<file path="src/rtl/ucrd_pkg.sv">
package ucrd_pkg;

    localparam logic [1:0] RESP_ACK   = 2'd0;
    localparam logic [1:0] RESP_DATA  = 2'd1;
    localparam logic [1:0] RESP_STALL = 2'd2;

    localparam logic [15:0] RQ_SET_LINE_CODING      = 16'h2021;
    localparam logic [15:0] RQ_GET_LINE_CODING      = 16'h20A1;
    localparam logic [15:0] RQ_SET_CONTROL_LINE     = 16'h2221;
    localparam logic [15:0] RQ_SET_ADDRESS          = 16'h0500;
    localparam logic [15:0] RQ_SET_INTERFACE        = 16'h0B01;
    localparam logic [15:0] RQ_SET_CONFIGURATION    = 16'h0900;
    localparam logic [15:0] RQ_GET_CONFIGURATION    = 16'h0880;
    localparam logic [15:0] RQ_GET_STATUS_DEVICE    = 16'h0080;
    localparam logic [15:0] RQ_GET_STATUS_ENDPOINT  = 16'h0082;
    localparam logic [15:0] RQ_CLEAR_FEATURE_EP     = 16'h0102;
    localparam logic [15:0] RQ_SET_FEATURE_EP       = 16'h0302;
    localparam logic [15:0] RQ_DESC_LOOKUP          = 16'h0680;
    localparam logic [15:0] RQ_DESC_LOOKUP_IFACE    = 16'h0681;

    localparam logic [7:0] DESC_TYPE_STRING = 8'h03;

    localparam logic OP_SETUP       = 1'b0;
    localparam logic OP_TABLE_WRITE = 1'b1;

    typedef struct packed {
        logic        operation;
        logic [15:0] request_type;
        logic [15:0] request_value;
        logic [15:0] request_index;
        logic [15:0] request_length;
        logic [3:0]  entry_slot;
        logic [15:0] entry_key;
        logic [15:0] entry_length;
        logic [7:0]  entry_first_byte;
        logic        entry_valid;
    } in_item_t;

    typedef struct packed {
        logic [1:0]  response;
        logic        from_table;
        logic [3:0]  table_slot;
        logic [15:0] send_length;
        logic [7:0]  reply_byte;
        logic        address_strobe;
        logic [7:0]  new_address;
        logic        connect_strobe;
        logic        connected;
    } out_item_t;

    // what one cell reports while it holds the search token
    typedef struct packed {
        logic        hit;
        logic        stop;
        logic [15:0] len;
    } cell_stat_t;

    function automatic out_item_t emit_data(out_item_t r, logic [15:0] len,
                                            logic [15:0] limit, logic tab,
                                            logic [3:0] slot, logic [7:0] byte0);
        out_item_t   o;
        logic [15:0] n;
        o = r;
        n = (len > limit) ? limit : len;
        if (n != 16'd0)
        begin
            o.response    = RESP_DATA;
            o.from_table  = tab;
            o.table_slot  = tab ? slot : 4'd0;
            o.send_length = n;
            o.reply_byte  = byte0;
        end
        return o;
    endfunction

    // every request other than a descriptor lookup
    function automatic out_item_t decode_std(logic [15:0] rt, logic [15:0] wv,
                                             logic [15:0] wi, logic [15:0] wl,
                                             logic [7:0] cfg);
        out_item_t r;
        r = '0;
        r.response = RESP_ACK;
        case (rt)
            RQ_SET_LINE_CODING, RQ_GET_LINE_CODING, RQ_SET_INTERFACE,
            RQ_SET_CONFIGURATION:
            begin
                r.response = RESP_ACK;
            end
            RQ_SET_CONTROL_LINE:
            begin
                r.connect_strobe = 1'b1;
                r.connected      = wv[0];
            end
            RQ_SET_ADDRESS:
            begin
                r.address_strobe = 1'b1;
                r.new_address    = wv[7:0];
            end
            RQ_GET_CONFIGURATION:
            begin
                r = emit_data(r, 16'd1, wl, 1'b0, 4'd0, cfg);
            end
            RQ_GET_STATUS_DEVICE:
            begin
                r = emit_data(r, 16'd2, wl, 1'b0, 4'd0, 8'd0);
            end
            RQ_GET_STATUS_ENDPOINT:
            begin
                if (wi != 16'd0)
                    r.response = RESP_STALL;
                else
                    r = emit_data(r, 16'd2, wl, 1'b0, 4'd0, 8'd0);
            end
            RQ_CLEAR_FEATURE_EP, RQ_SET_FEATURE_EP:
            begin
                if (wi != 16'd0 || wv != 16'd0)
                    r.response = RESP_STALL;
            end
            default:
            begin
                r.response = RESP_STALL;
            end
        endcase
        return r;
    endfunction

endpackage

</file>
<file path="src/rtl/ucrd_cell.sv">
module ucrd_cell (
    input  logic                 clk,
    input  logic                 rst_n,
    input  logic                 wr_en,
    input  ucrd_pkg::in_item_t   wr_item,
    input  logic [15:0]          search_key,
    input  logic                 use_first_byte,
    input  logic                 tok_in,
    output logic                 tok_out,
    output ucrd_pkg::cell_stat_t stat
);

    logic        valid_reg;
    logic [15:0] key_reg;
    logic [15:0] len_reg;
    logic [7:0]  first_byte_reg;
    logic        tok_reg;
    logic        match;

    always_ff @(posedge clk or negedge rst_n)
    begin
        if (!rst_n)
        begin
            valid_reg <= 1'b0;
            tok_reg   <= 1'b0;
        end
        else
        begin
            tok_reg <= tok_in;
            if (wr_en)
                valid_reg <= wr_item.entry_valid;
        end
    end

    always_ff @(posedge clk)
    begin
        if (wr_en)
        begin
            key_reg        <= wr_item.entry_key;
            len_reg        <= wr_item.entry_length;
            first_byte_reg <= wr_item.entry_first_byte;
        end
    end

    assign match     = (key_reg == search_key);
    assign stat.hit  = tok_reg && valid_reg && match;
    assign stat.stop = tok_reg && !valid_reg;
    assign stat.len  = use_first_byte ? {8'd0, first_byte_reg} : len_reg;
    // token moves on to the next slot when this one is valid but not the key
    assign tok_out   = tok_reg && valid_reg && !match;

endmodule

</file>
<file path="src/rtl/usb_control_request_decoder_top.sv">
// channel | direction | handshake        | payload
// in      | input     | in_valid/in_stall   | in_item  (ucrd_pkg::in_item_t)
// out     | output    | out_valid/out_stall | out_item (ucrd_pkg::out_item_t)
//
// a table write gives no result
// a setup item's result goes to res_reg, then to the output register in ST_EMIT;
// a descriptor lookup first moves the search token slot by slot in ST_SCAN
// one item at a time: in_stall is high from acceptance until the result is
// loaded into the output register, which then holds it while out_stall is high
// reset clears the valid bit of every slot and the active configuration
module usb_control_request_decoder_top #(
    parameter int TABLE_ENTRIES = 16
) (
    input  logic                clk,
    input  logic                rst_n,
    input  logic                in_valid,
    output logic                in_stall,
    input  ucrd_pkg::in_item_t  in_item,
    output logic                out_valid,
    input  logic                out_stall,
    output ucrd_pkg::out_item_t out_item
);

    typedef enum logic [2:0] {
        ST_IDLE = 3'b001,
        ST_SCAN = 3'b010,
        ST_EMIT = 3'b100
    } state_t;

    state_t               state_reg, state_next;
    logic [7:0]           cfg_reg, cfg_next;
    logic [15:0]          wv_reg, wv_next;
    logic [15:0]          wl_reg, wl_next;
    ucrd_pkg::out_item_t  res_reg, res_next;
    ucrd_pkg::out_item_t  out_item_reg;
    logic                 out_valid_reg, out_valid_next;
    logic                 out_load;

    logic                 in_fire;
    logic                 start;
    logic                 use_first_byte;
    logic                 is_desc;
    logic [TABLE_ENTRIES-1:0] wr_en;
    logic [TABLE_ENTRIES-1:0] tok_in;
    logic [TABLE_ENTRIES-1:0] tok_out;
    ucrd_pkg::cell_stat_t stat [TABLE_ENTRIES];

    logic                 scan_hit;
    logic                 scan_end;
    logic [15:0]          hit_len;
    logic [3:0]           hit_slot;

    assign in_stall  = (state_reg != ST_IDLE);
    assign in_fire   = in_valid && !in_stall;
    assign is_desc   = (in_item.request_type == ucrd_pkg::RQ_DESC_LOOKUP) ||
                       (in_item.request_type == ucrd_pkg::RQ_DESC_LOOKUP_IFACE);
    assign start     = in_fire && (in_item.operation == ucrd_pkg::OP_SETUP) && is_desc;
    assign use_first_byte = (wv_reg[15:8] == ucrd_pkg::DESC_TYPE_STRING);

    genvar g;
    generate
        for (g = 0; g < TABLE_ENTRIES; g++)
        begin : g_cell
            assign wr_en[g] = in_fire && (in_item.operation == ucrd_pkg::OP_TABLE_WRITE)
                              && (32'(in_item.entry_slot) == g);
            if (g == 0)
            begin : g_head
                assign tok_in[g] = start;
            end
            else
            begin : g_link
                assign tok_in[g] = tok_out[g-1];
            end
            ucrd_cell u_cell (
                .clk            (clk),
                .rst_n          (rst_n),
                .wr_en          (wr_en[g]),
                .wr_item        (in_item),
                .search_key     (wv_reg),
                .use_first_byte (use_first_byte),
                .tok_in         (tok_in[g]),
                .tok_out        (tok_out[g]),
                .stat           (stat[g])
            );
        end
    endgenerate

    // only one cell holds the token, so these merges are one-hot
    always_comb
    begin
        scan_hit = 1'b0;
        scan_end = tok_out[TABLE_ENTRIES-1];
        hit_len  = '0;
        hit_slot = '0;
        for (int i = 0; i < TABLE_ENTRIES; i++)
        begin
            if (stat[i].hit)
            begin
                scan_hit = 1'b1;
                hit_len  = hit_len | stat[i].len;
                hit_slot = hit_slot | 4'(i);
            end
            if (stat[i].stop)
                scan_end = 1'b1;
        end
    end

    assign out_load = (state_reg == ST_EMIT) && (!out_valid_reg || !out_stall);

    always_comb
    begin
        state_next     = state_reg;
        cfg_next       = cfg_reg;
        wv_next        = wv_reg;
        wl_next        = wl_reg;
        res_next       = res_reg;
        out_valid_next = out_valid_reg;
        if (out_valid_reg && !out_stall)
            out_valid_next = 1'b0;
        case (state_reg)
            ST_IDLE:
            begin
                if (in_fire && in_item.operation == ucrd_pkg::OP_SETUP)
                begin
                    wv_next = in_item.request_value;
                    wl_next = in_item.request_length;
                    if (is_desc)
                    begin
                        state_next = ST_SCAN;
                    end
                    else
                    begin
                        res_next = ucrd_pkg::decode_std(in_item.request_type,
                                                        in_item.request_value,
                                                        in_item.request_index,
                                                        in_item.request_length,
                                                        cfg_reg);
                        if (in_item.request_type == ucrd_pkg::RQ_SET_CONFIGURATION)
                            cfg_next = in_item.request_value[7:0];
                        state_next = ST_EMIT;
                    end
                end
            end
            ST_SCAN:
            begin
                if (scan_hit)
                begin
                    res_next = ucrd_pkg::emit_data('0, hit_len, wl_reg, 1'b1,
                                                   hit_slot, 8'd0);
                    state_next = ST_EMIT;
                end
                else if (scan_end)
                begin
                    res_next          = '0;
                    res_next.response = ucrd_pkg::RESP_STALL;
                    state_next        = ST_EMIT;
                end
            end
            ST_EMIT:
            begin
                if (out_load)
                begin
                    out_valid_next = 1'b1;
                    state_next     = ST_IDLE;
                end
            end
            default:
            begin
                state_next = ST_IDLE;
            end
        endcase
    end

    always_ff @(posedge clk or negedge rst_n)
    begin
        if (!rst_n)
        begin
            state_reg     <= ST_IDLE;
            cfg_reg       <= 8'd0;
            out_valid_reg <= 1'b0;
        end
        else
        begin
            state_reg     <= state_next;
            cfg_reg       <= cfg_next;
            out_valid_reg <= out_valid_next;
        end
    end

    always_ff @(posedge clk)
    begin
        wv_reg  <= wv_next;
        wl_reg  <= wl_next;
        res_reg <= res_next;
        if (out_load)
            out_item_reg <= res_reg;
    end

    assign out_valid = out_valid_reg;
    assign out_item  = out_item_reg;

    a_tok_onehot_in_scan: assert property (@(posedge clk) disable iff (!rst_n)
        (state_reg == ST_SCAN) |-> $onehot(tok_out) || $onehot({scan_hit, scan_end}))
        else $error("search token lost or duplicated");

    a_no_tok_outside_scan: assert property (@(posedge clk) disable iff (!rst_n)
        (state_reg != ST_SCAN) |-> (tok_out == '0) && !scan_hit && !scan_end)
        else $error("search token outside a scan");

    a_hit_end_exclusive: assert property (@(posedge clk) disable iff (!rst_n)
        !(scan_hit && scan_end))
        else $error("scan reports both a hit and an end");

    a_accept_only_idle: assert property (@(posedge clk) disable iff (!rst_n)
        in_fire |=> (state_reg == ST_IDLE) || (state_reg == ST_SCAN)
            || (state_reg == ST_EMIT && !$past(is_desc)))
        else $error("unexpected state after an accepted item");

endmodule

</file>
<file path="config.mk">
export PLATFORM = sky130hd
export DESIGN_NAME = usb_control_request_decoder_top
export DESIGN_NICKNAME = d
export VERILOG_FILES = /design/src/rtl/ucrd_pkg.sv /design/src/rtl/ucrd_cell.sv /design/src/rtl/usb_control_request_decoder_top.sv
export SDC_FILE = /design/constraint.sdc
export NUM_CORES = 1
export LEC_CHECK = 0
export BUFFER_PORTS_ARGS = -buffer_cell sky130_fd_sc_hd__buf_2
export CAP_MARGIN = 20
export CORE_MARGIN = 2
export CORE_UTILIZATION = 55
export CTS_CLUSTER_DIAMETER = 150
export DETAILED_ROUTE_END_ITERATION = 7
export HOLD_SLACK_MARGIN = 0.02
export PLACE_DENSITY = 0.75
export SLEW_MARGIN = 20
export SYNTH_ARGS = -nofsm -noshare
export SYNTH_HDL_FRONTEND = slang
export SYNTH_SLANG_ARGS = --single-unit
</file>
<file path="constraint.sdc">
create_clock -name clk -period 5.8 [get_ports clk]
set_clock_uncertainty 0.05 [all_clocks]
set_input_delay 0.58 -clock clk [delete_from_list [all_inputs] [get_ports clk]]
set_output_delay 0.58 -clock clk [all_outputs]
set_load 0.005 [all_outputs]
</file>
======== After elaboration in Yosys (flattened, before gate mapping) ========
Cells that the tools add are included.
operators by class
  bitwise gates (word level) .............. 17
  reductions and logical operators ........ 137
  eq/ne operators ......................... 53
  order comparisons ....................... 3
  mux-type cells .......................... 106
operators with widths
  cell                  number
  $mux 16               35
  $eq 16x16->1          16
  $or 16x16->16         15
  $mux 42               4
  $mux 30               3
  $pmux 29 s3           1
  $logic_and 1x1->1     86
  $pmux 42 s2           1
  $reduce_bool 16->1    5
  $eq 16x11->1 const B  3
  $eq 16x12->1 const B  3
  $eq 16x14->1 const B  3
  $mux 40               1
  $mux 1                36
  $logic_not 1->1       35
  $eq 16x8->1 const B   2
  $eq 4x4->1 const B    8
  $mux 4                8
  $mux 3                9
  $pmux 9 s2            1
  $eq 16x10->1 const B  1
  $eq 16x9->1 const B   1
  $eq 4x3->1 const B    4
  $gt 1x16->1 const A   1
  24 further kinds      34
storage, ports and cells
  logic and storage cells ................. 419
  register bits after elaboration ......... 800
  output and inout bits ................... 44
  input port bits ......................... 114

======== Logic depth before layout (Yosys ltp) ========
  depth after elaboration ................. 39
  depth in mapped cells ................... 24
  mapped depth without buffers ............ 18

======== Modules after synthesis ========
From an unflattened synthesis, not the netlist that was laid out.
unflattened totals
  cell total of the unflattened synthesis .. 1999
  area total of the unflattened synthesis .. 32772.7 um^2
by module, submodules not included
  module                           times used  seq. area each (um^2)  area each (um^2)  cells each
  ucrd_cell                        16          1251.2                 1611.5            86
  usb_control_request_decoder_top  1           3784.9                 6988.0            623

======== Worst setup path before layout ========
No wires, ideal clock.
  path kind ............................... register to register
  start point ............................. register wv_reg[10]
  end point ............................... register res_reg[36] (netlist bit), data pin
  arrival ................................. 5.248 ns
  library setup time ...................... 0.270 ns
  buffers on the path ..................... 5
  stages on the path, launching flop included .. 23
  path slack .............................. 0.233 ns
  clock period less this slack ............ 5.567 ns
  cells stage by stage .................... edfxtp_1 -> buf_4 -> or4_1 -> nor4_2 -> buf_4 -> buf_2 -> buf_2 -> mux2i_1 -> nor3_1 -> a2111oi_0 -> nand4_1 -> ha_1 -> a21o_1 -> a21o_1 -> a21oi_1 -> o32a_1 -> a31oi_1 -> or2_1 -> clkbuf_1 -> o21ai_0 -> or4b_1 -> nor4_4 -> nor3_1
between the ends
  cells in the longest elaborated chain, start to end .. 39
RTL lines
  item                                                 line                                                    RTL
  start: declaration                                   usb_control_request_decoder_top.sv:32                   logic [15:0] wv_reg, wv_next;
  start signal: assignment                             usb_control_request_decoder_top.sv:192                  wv_reg <= wv_next;
  $eq 8x2->1 / $eq 16x16->1 (equally long branches)    usb_control_request_decoder_top.sv:58, ucrd_cell.sv:45
  $mux 16 / $logic_and 1x1->1 (equally long branches)  ucrd_cell.sv:48, ucrd_cell.sv:46
  $mux 16                                              usb_control_request_decoder_top.sv:97                   if (stat[i].hit)
  $or 16x16->16                                        usb_control_request_decoder_top.sv:100                  hit_len = hit_len | stat[i].len;
  $mux 16                                              usb_control_request_decoder_top.sv:97
  $or 16x16->16                                        usb_control_request_decoder_top.sv:100
  $mux 16                                              usb_control_request_decoder_top.sv:97
  $or 16x16->16                                        usb_control_request_decoder_top.sv:100
  (+23 left out)                                       -
  $or 16x16->16                                        usb_control_request_decoder_top.sv:100
  $mux 16                                              usb_control_request_decoder_top.sv:97
  $gt 16x16->1                                         ucrd_pkg.sv:64                                          n = (len > limit) ? limit : len;
  $mux 16                                              ucrd_pkg.sv:64
  $reduce_bool 16->1                                   ucrd_pkg.sv:65                                          if (n != 16'd0)
  $mux 30                                              ucrd_pkg.sv:65
  $mux 42 (*)                                          usb_control_request_decoder_top.sv:146                  if (scan_hit)
  $pmux 42 s2 (*)                                      usb_control_request_decoder_top.sv:120                  case (state_reg)
  end signal: assignment                               usb_control_request_decoder_top.sv:194                  res_reg <= res_next;
  end: declaration                                     usb_control_request_decoder_top.sv:34                   ucrd_pkg::out_item_t res_reg, res_next;
Mark *: on every way between the ends. The rest lies on a longest branch, timed or not.
A chain may end at the register's enable or synchronous reset.

==> results_dict.tcl <==
set metrics [dict create \
    setup_viol 0 \
    dp.cells 3089 \
    yosys_warnings 0 \
    r2r_slack_ns 0.01 \
    vdd_drop_max_mv 0.228 \
    final_common_cell "edfxtp_1" \
    final_cells 3277 \
    pwr-share-seq_pct 54.2 \
    status "completed" \
    syn_avg_cell_area_um2 15.8 \
    nNetsFinal 2570 \
    dr.pass1.iters 6 \
    whs_ns 0.108 \
    place_worst_setup_slack_ns -0.480 \
    critPathBufInv 7 \
    numPortBuffers 157 \
    max_stage_delay_ns 0.61 \
    worst_slew_pin_slew_ns 1.10 \
    clk_pin_slew_ns 0.06 \
    cts_made_buffers 77 \
    design.core.area_um2 58700 \
    dieArea_um2 61100 \
    worstSkewPairLatency_ns 0.62 \
    hold_path_depth 1 \
    fmax_mhz 173 \
    reg2reg_from "wv_reg[11]" \
    fin_util_pct 66.9 \
    synth-edff-count 756 \
    slew_viol_final 0 \
    synth_flop_cell "edfxtp_1" \
    synth_area_um2 32500 \
    cts_max_path_buffers 3 \
    final.min_clock_period_ns 5.79 \
    hpwl_mm 58.1 \
    p_per_area_nw_per_um2 315 \
    max_cap_violations 0 \
    cp_data_arrival_time_ns 6.07 \
    hold_violations 0 \
    ys_seq_area_share_pct 73.2 \
    root_buffer "clkbuf_16" \
    grt_util_all_layers_pct 30.0 \
    finalCritPeriodShare_pct 99.7 \
    switching_share_pct 21.6 \
    gp_congestion 0.900 \
    grt_antenna_before_repair 12 \
    critPathCaptureType "flip-flop" \
    p_int_uw 9710 \
    netlist_instances 2059 \
    r2r_cells 25 \
    fp-row-count 89 \
    critPathKind "flip-flop to flip-flop" \
    grt_setup_unrepaired "true" \
    initial_core_util_pct 55.4 \
    cp_max_fo 8 \
    crit_path_top_delay_cell "nor4_1" \
    ios 158 \
    synthesis.nets 2189 \
    globalRoute.totalOverflow 0 \
    cp-start-kind "flip-flop" \
    routed_wirelength_mm 91.5 \
    required_ns 6.08 \
    viasPerCell 6.28 \
    grt_pass1_wl_mm 132 \
    ant_nets 0 \
    timing.rr.end "res_reg[40]" \
    clockPowerShare_pct 39.7 \
    die_h_um 247 \
    syn2layout_area_growth_pct 20.8 \
    cts_tree "done" \
    htreeDepth 3 \
    ys_ff_latch 800 \
    slew_headroom_pct 26.4 \
    post_drt_wl_per_cell_um 27.9 \
    grt_max_degree 45 \
    drtIter0Drc 2865 \
    clock_sinks 800 \
    timing.final.ws_setup_ns 0.0149 \
    async_flop_share_pct 5.50 \
    drive_gt1_share_pct 25.0 \
    pwr-share-comb_pct 6.1 \
    holdPathEnd "wv_reg[9]" \
    vias 20600 \
    hold_path_class "input pin to flip-flop" \
    fillers 3785 \
    layout_common_cells "756 x edfxtp_1, 239 x xor2_1, 175 x buf_4, 156 x buf_2, 123 x nor3_1" \
    dieWidth_um 247 \
    switchingPower_uw 2670 \
    static-leakage-power_uw 0.0135 \
    grt_pass1_vias 20500 \
    drc_errors 0 \
    critPathTopFamily "simple AND/OR/NAND/NOR gates" \
    holdCritStartpoint "in_item[86]" \
    ys_types 57 \
]
## layout make-up
| type | instances | area, um2 | share of cell area (%) |
|---|---|---|---|
| Timing Repair Buffer | 386 | 3150 | 8.03 |
| Tap cell | 773 | 967 | 2.46 |
| Inverter | 45 | 169 | 0.430 |
| Clock buffer | 103 | 2160 | 5.50 |
| Antenna cell | 4 | 10.0 | 0.0255 |
| Sequential cell | 800 | 23800 | 60.6 |
| Multi-Input combinational cell | 1130 | 8710 | 22.2 |
| Clock inverter | 36 | 299 | 0.761 |
## layer usage
metal,vias to the layer above,track usage [%],part of all wire (%)
met5,-,0,0.037
met4,6,14.2,4.9
met3,294,6.14,12
met2,1379,48.0,47
met1,10200,39.6,36
li1,8698,-,-
## logic make-up after synthesis
group / Yosys count / share of synthesized area (%)
buffers and inverters: 129 / 2.20
adder cells (fa/ha/maj): 16 / 0.616
XOR/XNOR: 256 / 6.89
multiplexers: 154 / 4.84
flip-flops: 800 / 73.2
AO/OA/AOI/OAI: 80 / 1.76
AND/OR/NAND/NOR: 624 / 10.5
## Yosys cell counts (all sizes together) (11+ instances only)
library cell	number	area share [%]
nor4	111	2.2
nand2	49	0.57
inv	45	0.52
nor2b	13	0.25
and4	15	0.40
nand3	104	1.6
and2	32	0.62
edfxtp	756	70
mux2	27	0.93
dfrtp	43	3.3
mux2i	127	3.9
a2111oi	11	0.30
clkbuf	31	0.36
o21ai	21	0.32
nor3	137	2.1
xor2	240	6.5
nor2	64	0.74
and3	14	0.27
nand4	60	1.2
xnor2	16	0.43
ha	16	0.62
buf	53	1.3
## through the flow
step                      total power [uW]  TNS (ns)  cell area (um2)
after floorplan                       7170         0            32500
after global placement                7510     -2.89            35500
after detailed placement              7540     -2.77            35500
after CTS                            12400         0            38900
after global routing                 12700    -0.739            39300
final                                12400         0            39300
## power by group through the flow
| stage | sequential (uW) | clock (uW) | combinational, uW |
|---|---|---|---|
| 3_5_place_dp | 6830 | 0 | 714 |
| 6_report | 6710 | 4920 | 756 |
| 3_3_place_gp | 6820 | 0 | 690 |
| 2_1_floorplan | 6810 | 0 | 361 |
| 4_1_cts | 6710 | 4940 | 737 |
| 5_1_grt | 6730 | 5180 | 810 |
## repair_timing
| item | 4_1_cts | 5_1_grt |
|---|---|---|
| endpoints found under the hold margin | 0 | 43 |
| endpoints found under the setup margin | 6 | 6 |
| setup buffers | 31 | 7 |
| pin swaps | 32 | 26 |
| gates cloned | 6 | 0 |
| hold buffers | 0 | 1 |
| resized for setup | 88 | 47 |
## worst max-delay path by stage
stage | cells after the start | startpoint | to | slack [ns]
2_1_floorplan | 22 | wv_reg[10] | res_reg[36] | 0.23
3_3_place_gp | 22 | wv_reg[1] | res_reg[35] | -0.49
3_5_place_dp | 22 | wv_reg[11] | res_reg[35] | -0.48
4_1_cts | 26 | wv_reg[13] | res_reg[40] | 0.0001
5_1_grt | 26 | wv_reg[12] | res_reg[38] | -0.13
6_report | 25 | wv_reg[11] | res_reg[40] | 0.01
Note: power is estimated with default switching activity, not from simulation.
